==> src/design/sliding_window_min_max_top_macros.svh <==
// Assertion macros for the sliding window min/max block.
// Used by modules that assert; expects clk_i and rst_ni in scope.
`ifndef SLIDING_WINDOW_MIN_MAX_TOP_MACROS_SVH
`define SLIDING_WINDOW_MIN_MAX_TOP_MACROS_SVH

// Property holds at every clock edge outside reset.
`define SWMM_ASSERT(lbl, prop, msg) \
  lbl: assert property (@(posedge clk_i) disable iff (!rst_ni) (prop)) else $error(msg);

// Consequent holds in the cycle after the antecedent.
`define SWMM_ASSERT_NEXT(lbl, ante, cons, msg) \
  lbl: assert property (@(posedge clk_i) disable iff (!rst_ni) (ante) |=> (cons)) \
    else $error(msg);

`endif

==> src/design/swmm_pkg.sv <==
// Shared constants and item types for the sliding window min/max block.
// No dependencies.
package swmm_pkg;

  localparam int MaxWindow = 64;
  localparam int SampleW   = 16;
  localparam int AddrW     = $clog2(MaxWindow);
  localparam int CntW      = $clog2(MaxWindow + 1);

  typedef struct packed {
    logic signed [SampleW-1:0] sample;
    logic                      last;
  } in_t;

  typedef struct packed {
    logic signed [SampleW-1:0] window_min;
    logic signed [SampleW-1:0] window_max;
    logic                      last_res;
  } out_t;

  typedef struct packed {
    logic valid;
    out_t data;
  } res_t;

endpackage

==> src/design/swmm_ram.sv <==
// Sample store: one write port, one read port, registered read data.
// Depends on swmm_pkg.
module swmm_ram (
  input  logic                        clk_i,
  input  logic                        we_i,
  input  logic [swmm_pkg::AddrW-1:0]   waddr_i,
  input  logic [swmm_pkg::SampleW-1:0] wdata_i,
  input  logic                        re_i,
  input  logic [swmm_pkg::AddrW-1:0]   raddr_i,
  output logic [swmm_pkg::SampleW-1:0] rdata_o
);
  import swmm_pkg::*;

  logic [SampleW-1:0] mem [MaxWindow];
  logic [SampleW-1:0] rdata_q;

  always_ff @(posedge clk_i) begin
    if (we_i) begin
      mem[waddr_i] <= wdata_i;
    end
    if (re_i) begin
      rdata_q <= mem[raddr_i];
    end
  end

  assign rdata_o = rdata_q;

endmodule

==> src/design/swmm_ctrl.sv <==
// Window controller: writes samples to the store and rescans the window.
// Depends on swmm_pkg, swmm_ram and the assertion macro header.
`include "sliding_window_min_max_top_macros.svh"

module swmm_ctrl (
  input  logic                     clk_i,
  input  logic                     rst_ni,
  input  logic [swmm_pkg::CntW-1:0] win_size_i,
  input  logic                     in_valid_i,
  output logic                     in_stall_o,
  input  swmm_pkg::in_t            in_data_i,
  output swmm_pkg::res_t           res_o,
  input  logic                     res_take_i
);
  import swmm_pkg::*;

  typedef enum logic [1:0] {ST_IDLE, ST_SCAN, ST_DONE} state_e;

  state_e                    state_q;
  logic [AddrW-1:0]          wpos_q;
  logic [CntW-1:0]           fill_q;
  logic [AddrW-1:0]          rd_addr_q;
  logic [CntW-1:0]           left_q;
  logic                      rvalid_q;
  logic signed [SampleW-1:0] lo_q;
  logic signed [SampleW-1:0] hi_q;
  logic                      last_q;

  logic                      accept;
  logic [CntW-1:0]           fill_inc;
  logic                      re;
  logic [SampleW-1:0]        rdata;
  logic signed [SampleW-1:0] rd_s;

  assign in_stall_o = (state_q != ST_IDLE);
  assign accept     = in_valid_i && !in_stall_o;
  assign fill_inc   = (fill_q == CntW'(MaxWindow)) ? fill_q : fill_q + 1'b1;
  assign re         = (state_q == ST_SCAN) && (left_q != '0);
  assign rd_s       = $signed(rdata);

  assign res_o.valid           = (state_q == ST_DONE);
  assign res_o.data.window_min = lo_q;
  assign res_o.data.window_max = hi_q;
  assign res_o.data.last_res   = last_q;

  swmm_ram u_ram (
    .clk_i   (clk_i),
    .we_i    (accept),
    .waddr_i (wpos_q),
    .wdata_i (in_data_i.sample),
    .re_i    (re),
    .raddr_i (rd_addr_q),
    .rdata_o (rdata)
  );

  always_ff @(posedge clk_i or negedge rst_ni) begin
    if (!rst_ni) begin
      state_q   <= ST_IDLE;
      wpos_q    <= '0;
      fill_q    <= '0;
      rd_addr_q <= '0;
      left_q    <= '0;
      rvalid_q  <= 1'b0;
      lo_q      <= '0;
      hi_q      <= '0;
      last_q    <= 1'b0;
    end else begin
      rvalid_q <= re;
      case (state_q)
        ST_IDLE: begin
          if (accept) begin
            lo_q      <= in_data_i.sample;
            hi_q      <= in_data_i.sample;
            last_q    <= in_data_i.last;
            rd_addr_q <= wpos_q - 1'b1;
            left_q    <= win_size_i - 1'b1;
            wpos_q    <= in_data_i.last ? '0 : wpos_q + 1'b1;
            fill_q    <= in_data_i.last ? '0 : fill_inc;
            if (fill_inc >= win_size_i) begin
              state_q <= (win_size_i == CntW'(1)) ? ST_DONE : ST_SCAN;
            end
          end
        end
        ST_SCAN: begin
          if (re) begin
            rd_addr_q <= rd_addr_q - 1'b1;
            left_q    <= left_q - 1'b1;
          end
          if (rvalid_q) begin
            if (rd_s < lo_q) lo_q <= rd_s;
            if (rd_s > hi_q) hi_q <= rd_s;
            if (left_q == '0) state_q <= ST_DONE;
          end
        end
        ST_DONE: begin
          if (res_take_i) state_q <= ST_IDLE;
        end
        default: begin
          state_q <= ST_IDLE;
        end
      endcase
    end
  end

  `SWMM_ASSERT(a_min_le_max, res_o.valid |-> (lo_q <= hi_q), "window min above max")
  `SWMM_ASSERT(a_fill_range, fill_q <= CntW'(MaxWindow), "fill count beyond store depth")
  `SWMM_ASSERT(a_rd_in_scan, rvalid_q |-> (state_q == ST_SCAN), "read data outside scan")
  `SWMM_ASSERT_NEXT(a_last_clears, accept && in_data_i.last, (fill_q == '0) && (wpos_q == '0), "sequence end did not clear window")

endmodule

==> src/design/sliding_window_min_max_top.sv <==
// Sliding window min/max, top level: window size register, controller, output register.
// An item that completes a window is rescanned through the single store read port (skipped for a
// size of one); its result then waits in the controller until the output register takes it,
// and input stalls from its accept until then. An item short of a full window does not stall.
// An item is taken while the previous result still waits in the output register.
// Reset: window size 1, empty window, no result pending; the store needs no clearing.
module sliding_window_min_max_top (
  input  logic                      clk_i,
  input  logic                      rst_ni,
  input  logic                      cfg_we_i,
  input  logic [swmm_pkg::CntW-1:0] cfg_wdata_i,
  input  logic                      in_valid_i,
  output logic                      in_stall_o,
  input  swmm_pkg::in_t             in_data_i,
  output logic                      out_valid_o,
  input  logic                      out_stall_i,
  output swmm_pkg::out_t            out_data_o
);
  import swmm_pkg::*;

  logic [CntW-1:0] size_q;
  logic [CntW-1:0] size_eff;
  res_t            res;
  logic            res_take;
  logic            out_valid_q;
  out_t            out_q;

  always_comb begin
    if (size_q == '0) begin
      size_eff = CntW'(1);
    end else if (size_q > CntW'(MaxWindow)) begin
      size_eff = CntW'(MaxWindow);
    end else begin
      size_eff = size_q;
    end
  end

  assign res_take = res.valid && (!out_valid_q || !out_stall_i);

  swmm_ctrl u_ctrl (
    .clk_i      (clk_i),
    .rst_ni     (rst_ni),
    .win_size_i (size_eff),
    .in_valid_i (in_valid_i),
    .in_stall_o (in_stall_o),
    .in_data_i  (in_data_i),
    .res_o      (res),
    .res_take_i (res_take)
  );

  always_ff @(posedge clk_i or negedge rst_ni) begin
    if (!rst_ni) begin
      size_q      <= CntW'(1);
      out_valid_q <= 1'b0;
      out_q       <= '0;
    end else begin
      if (cfg_we_i) size_q <= cfg_wdata_i;
      if (res_take) begin
        out_valid_q <= 1'b1;
        out_q       <= res.data;
      end else if (!out_stall_i) begin
        out_valid_q <= 1'b0;
      end
    end
  end

  assign out_valid_o = out_valid_q;
  assign out_data_o  = out_q;

endmodule

==> config.mk <==
export PLATFORM = sky130hd
export DESIGN_NAME = sliding_window_min_max_top
export DESIGN_NICKNAME = d
export VERILOG_FILES = /design/src/design/swmm_pkg.sv /design/src/design/swmm_ram.sv /design/src/design/swmm_ctrl.sv /design/src/design/sliding_window_min_max_top.sv
export VERILOG_INCLUDE_DIRS = /design/src /design/src/design
export SDC_FILE = /design/constraint.sdc
export NUM_CORES = 1
export LEC_CHECK = 0
export ABC_AREA = 0
export BUFFER_PORTS_ARGS = -buffer_cell sky130_fd_sc_hd__buf_2
export CAP_MARGIN = 20
export CORE_MARGIN = 4
export CORE_UTILIZATION = 37
export CTS_CLUSTER_DIAMETER = 150
export DETAILED_ROUTE_END_ITERATION = 8
export HOLD_SLACK_MARGIN = 0.03
export SYNTH_ARGS = -nofsm -noshare
export SYNTH_HDL_FRONTEND = slang
export SYNTH_SLANG_ARGS = --single-unit
==> constraint.sdc <==
create_clock -name clk_i -period 4.35 [get_ports clk_i]
set_input_delay 0.2175 -clock clk_i [delete_from_list [all_inputs] [get_ports clk_i]]
set_output_delay 0.2175 -clock clk_i [all_outputs]
set_load 0.05 [all_outputs]
## After elaboration in Yosys (flattened, before gate mapping)

Memories as Yosys holds them, arrays and structs flattened. A register that Yosys moved wholly into a read port is not among the register bits.
Index checks and enable logic that the tools add are counted.
Widths: inputs -> output; s select.

- Memory bits (writable): 1024
- Input bits: 29
- Flip-flop bits (word level): 103
- Logic and storage cells: 85
- Output and inout port bits: 35
- Memories: 1

- Order comparisons: 4
- Equality and inequality tests: 13
- $add $sub $neg: 6
- Reductions and logical operators: 18
- Mux-type cells: 29

Memories:

| memory | depth | width | read ports | clocked after memory_dff | wr ports | line | RTL |
|---|---|---|---|---|---|---|---|
| u_ctrl.u_ram.mem | 64 | 16 | 1 | 1 | 1 | swmm_ram.sv:14 | `logic [SampleW-1:0] mem [MaxWindow];` |

Operator list:

| cell | count |
|---|---|
| $mux 16 | 5 |
| $pmux 16 s2 | 2 |
| $mux 7 | 6 |
| $mux 6 | 3 |
| $gt 16x16->1 | 1 |
| $lt 16x16->1 | 1 |
| $logic_not 7->1 | 2 |
| $pmux 7 s2 | 1 |
| $sub 7x1->7 const B | 2 |
| $mux 2 | 6 |
| $ne 2x1->1 const B | 6 |
| $pmux 6 s2 | 1 |
| $sub 6x1->6 const B | 2 |
| $reduce_and 4->1 | 2 |
| $add 7x1->7 const B | 1 |
| $eq 7x1->1 const B | 1 |
| $eq 7x7->1 const B | 1 |
| $ge 7x7->1 | 1 |
| $gt 7x7->1 const B | 1 |
| $reduce_bool 7->1 | 1 |
| $add 6x1->6 const B | 1 |
| $ne 2x2->1 const B | 3 |
| $pmux 2 s3 | 1 |
| $reduce_and 5->1 | 1 |
| other kinds (10) | 18 |

## Logic depth before layout (Yosys ltp)

- Word-level depth: 8
- Depth in mapped cells: 12
- Gate-level depth less buffers: 12

## Cells and area by module

Synthesis repeated with hierarchy kept, for this count alone.

- Cells, all modules: 2397
- Area, all modules: 46036.7 um^2

Modules (own cells, without submodules):

| module | sequential area each (um^2) | area each (um^2) | cells an instance | times used |
|---|---|---|---|---|
| swmm_ram | 31230.0 | 40202.3 | 1829 | 1 |
| swmm_ctrl | 1551.5 | 4231.6 | 472 | 1 |
| sliding_window_min_max_top | 1027.2 | 1602.8 | 96 | 1 |

## Least setup slack after synthesis

OpenSTA, ideal clock, no wires.

- Path type: flip-flop to flip-flop
- Start: register u_ctrl.state_q[1]
- End: memory u_ctrl.u_ram.mem[45][0], enable pin
- Buffers on the path: 3
- Data required time: 3961 ps
- Library setup time: 389 ps
- Arrival: 2089 ps
- Clock period less this slack: 2478 ps
- Path slack: 1872 ps
- Stages on the path, launching flop included: 8
- Path through: dfrtp_1 > buf_2 > nor2_1 > and2_0 > buf_2 > buf_2 > nand3_1 > nor2_1

- Longest elaborated chain between the ends: 5

RTL lines:

| item | line | RTL |
|---|---|---|
| start: declaration | swmm_ctrl.sv:19 | `state_e state_q;` |
| start signal: assignment | swmm_ctrl.sv:80 | `state_q <= (win_size_i == CntW'(1)) ? ST_DONE : ST_SCAN;` |
| $reduce_bool 2->1 | swmm_ctrl.sv:35 | `assign in_stall_o = (state_q != ST_IDLE);` |
| $logic_not 1->1 | swmm_ctrl.sv:36 | `assign accept = in_valid_i && !in_stall_o;` |
| $logic_and 1x1->1 | swmm_ctrl.sv:36 |  |
| $mux 1 | swmm_ram.sv:18 | `if (we_i) begin` |
| $mux 1 (implied by the code) | swmm_ram.sv:19 | `mem[waddr_i] <= wdata_i;` |
| end: declaration | swmm_ram.sv:14 |  |

No other way between the ends.

==> run_results.csv <==
group,metric,value,unit
timing,finalHoldViolCount,0,
cells_and_area,fill_cells,10500,
synth,synthTopCellsByArea,"edfxtp_1 69%, mux4_2 12%, dfrtp_1 5.6%",
timing,maxSlewViolCount,0,
timing,rsz0062_at_grt,"no",
setup_path,worstPathArrival,3480,ps
floorplan,fp.coreArea,0.122,sq mm
synth,avgSynthCellArea,19.2,sq um
global_route,grt_pass1_wl,171,mm
routing,routed_via_density,5.60,
floorplan,fp-row-count,128,
timing,fin_setup_tns,0,ps
global_route,antenna_found_initial,0,
pwr,p_total,32.8,mW
synth,ys_seq_area_frac,0.747,
cts,cts_htree_levels,3,
cts,cts_tree,"done",
cts,cts_buffers,113,
setup_path,start_kind,"register",
cells_and_area,final_cell_area,0.0517,sq mm
synth,ys_ff_latch,1143,
timing,finalCritPeriodShare,0.705,
floorplan,die_y,358,um
synth,syn_nets,2436,
floorplan,io_pins,64,
setup_path,cp.required,4770,ps
synth,synth_area,0.0452,sq mm
cts,cts_resized,0,
timing,worst_pin_slew,1060,ps
place,port_buffers,63,
timing,period_needed,3070,ps
cts,clkSinkCount,1143,
synth,synthCells,2361,
routing,wl,117,mm
place,hpwlAfterDp,72.1,mm
setup_path,crit_fanout,51,
floorplan,die_area,0.128,sq mm
setup_path,worstSetupPathType,"reg -> reg",
cells_and_area,finish.utilization,0.425,
cells_and_area,syn2layout_area_growth,14.2,%
cells_and_area,n_antenna_cell,0,
global_route,grtUsageTotal,0.182,
global_route,grt_pass1_vias,24400,
routing,drt_iter0_markers,2612,
timing,finalClockSkew,30.0,ps
place,placed_cell_area,0.0480,sq mm
cts,clock_path_buffers,3,
timing,max_freq,326,MHz
synth,yosysMostFrequentCell,"edfxtp_1",
floorplan,die_w,358,um
routing,drc,0,
cts,root_buffer,"clkbuf_16",
pwr,pwr_density_cell,634,mW/mm^2
cells_and_area,nNetsFinal,2639,
place,dp_cells,4051,
synth,ys_async_sr_fraction,0.0901,
synth,synth_cell_types,69,
synth,yosysWarnings,0,
routing,drt_first_pass_iters,6,
min_path,hold_path_class,"in -> reg",
pwr,peakVddDrop,0.479,mV
synth,netlist.top_cell.by_area,"edfxtp_1",
place,gp_congestion,0.859,
floorplan,initial_utilization,0.372,
cells_and_area,fin_cells,4277,
global_route,grt_max_degree,69,
synth,synth_ff_type,"edfxtp_1",
synth,synth_commonest_cells,"1,040 x edfxtp_1, 243 x mux4_2, 148 x nand2_1",
synth,synth_edf_count,1040,
setup_path,worst_setup_path_end_kind,"register",
routing,postRouteAntennaNets,0,
job,max_cap_violations,0,
cts,clkTransAtPathRegs,60,ps
routing,wl_per_cell,27.3,um
timing,setup_violations,0,
outcome,status,"complete, no violations",
synth,synth_top_area_frac,0.690,
timing,max-slew-margin-rel,0.296,
global_route,grt_overflow,0,
pwr,p_leak,17.1,nW
routing,num_vias,24000,
cells_and_area,drive_gt1_frac,0.247,
cts,insertion_delay,690,ps
## report_power, final
part           internal (mW)  total [mW]  switching, mW  leakage, nW
Clock                   5.03        9.05           4.02         1.65
Combinational           4.08        10.3           6.25         4.82
Sequential              12.7        13.4          0.720         10.6
## what timing repair did
action	4_1_cts	5_1_grt
buffers inserted	0	0
endpoints found under the hold margin	96	0
hold buffers	22	0
## cells by family (layout without fill, tap and decap cells)
kind of cell             Yosys count  after routing  share of synthesized area
multiplexers                     313            313                      0.139
AO/OA/AOI/OAI                    322            322                     0.0463
AND/OR/NAND/NOR                  360            360                     0.0349
adder cells (fa/ha/maj)           46             46                     0.0127
flip-flops                      1143           1143                      0.747
XOR/XNOR                           9              9                    0.00174
buffers and inverters            168            459                     0.0183
## final timing paths
path,start,cells after the start,slack [ps],end
max,u_ctrl.rd_addr_q[0]$_DFFE_PN0P_,6,1280,u_ctrl.u_ram.rdata_o[2]$_DFFE_PP_
max reg2reg,u_ctrl.rd_addr_q[0]$_DFFE_PN0P_,6,1280,u_ctrl.u_ram.rdata_o[2]$_DFFE_PP_
min in group asynchronous,rst_ni,2,220,u_ctrl.fill_q[6]$_DFFE_PN0P_
min,in_data_i[11],1,90,u_ctrl.u_ram.mem[6][10]$_DFFE_PP_
max in group asynchronous,rst_ni,3,3150,out_data_o[23]$_DFFE_PN0P_
min reg2reg,out_data_o[4]$_DFFE_PN0P_,2,470,out_data_o[4]$_DFFE_PN0P_
## critical path: stages, from the launching register on
cell and delay, ps:
dfrtp_4 570, buf_12 400, mux4_2 590, a22oi_1 390
nand2_1 170, a21oi_1 470, o22ai_1 140
## registers in the layout, indices dropped and copies added, names as in the netlist, 2 cells and up
register / count
u_ctrl.u_ram.rdata_o: 16
u_ctrl.u_ram.mem: 1024
u_ctrl.state_q: 2
u_ctrl.lo_q: 16
u_ctrl.left_q: 7
u_ctrl.rd_addr_q: 6
out_data_o: 33
u_ctrl.hi_q: 16
size_q: 7
u_ctrl.wpos_q: 6
u_ctrl.fill_q: 7
## metal layers
layer,vias up,track usage,routed length (um)
li1,9991,-,-
met1,12800,0.260,49300
met2,1021,0.291,55700
met3,179,0.0310,8580
met4,0,0.0521,3240
met5,-,0,0
## cell usage in the layout (no fill, tap or decap), types with 67 or more instances in the layout
cell,n
edfxtp_1,1040
mux4_2,243
nand2_1,148
buf_4,120
nor2_1,119
clkbuf_16,114
dfrtp_1,99
o21ai_0,70
a22oi_1,68
a21oi_1,67
## final cells by class
class / instances / area, sq um / share of cell area
Multi-Input combinational cell: 1050 / 10600 / 0.206
Clock buffer: 139 / 2950 / 0.0570
Clock inverter: 64 / 452 / 0.00874
Tap cell: 1625 / 2030 / 0.0393
Timing Repair Buffer: 214 / 1630 / 0.0316
Inverter: 42 / 158 / 0.00305
Sequential cell: 1143 / 33800 / 0.654
## metrics by stage
| stage | setup slack (ps) | hold slack (ps) |
|---|---|---|
| final | 1280 | 90.8 |
| after global placement | 1220 | 386 |
| after CTS | 1230 | 48.9 |
| after global routing | 1060 | 66.5 |
| after detailed placement | 1260 | 396 |
| after floorplan | 1870 | -78.1 |
Note: power is estimated with default switching activity, not from simulation.
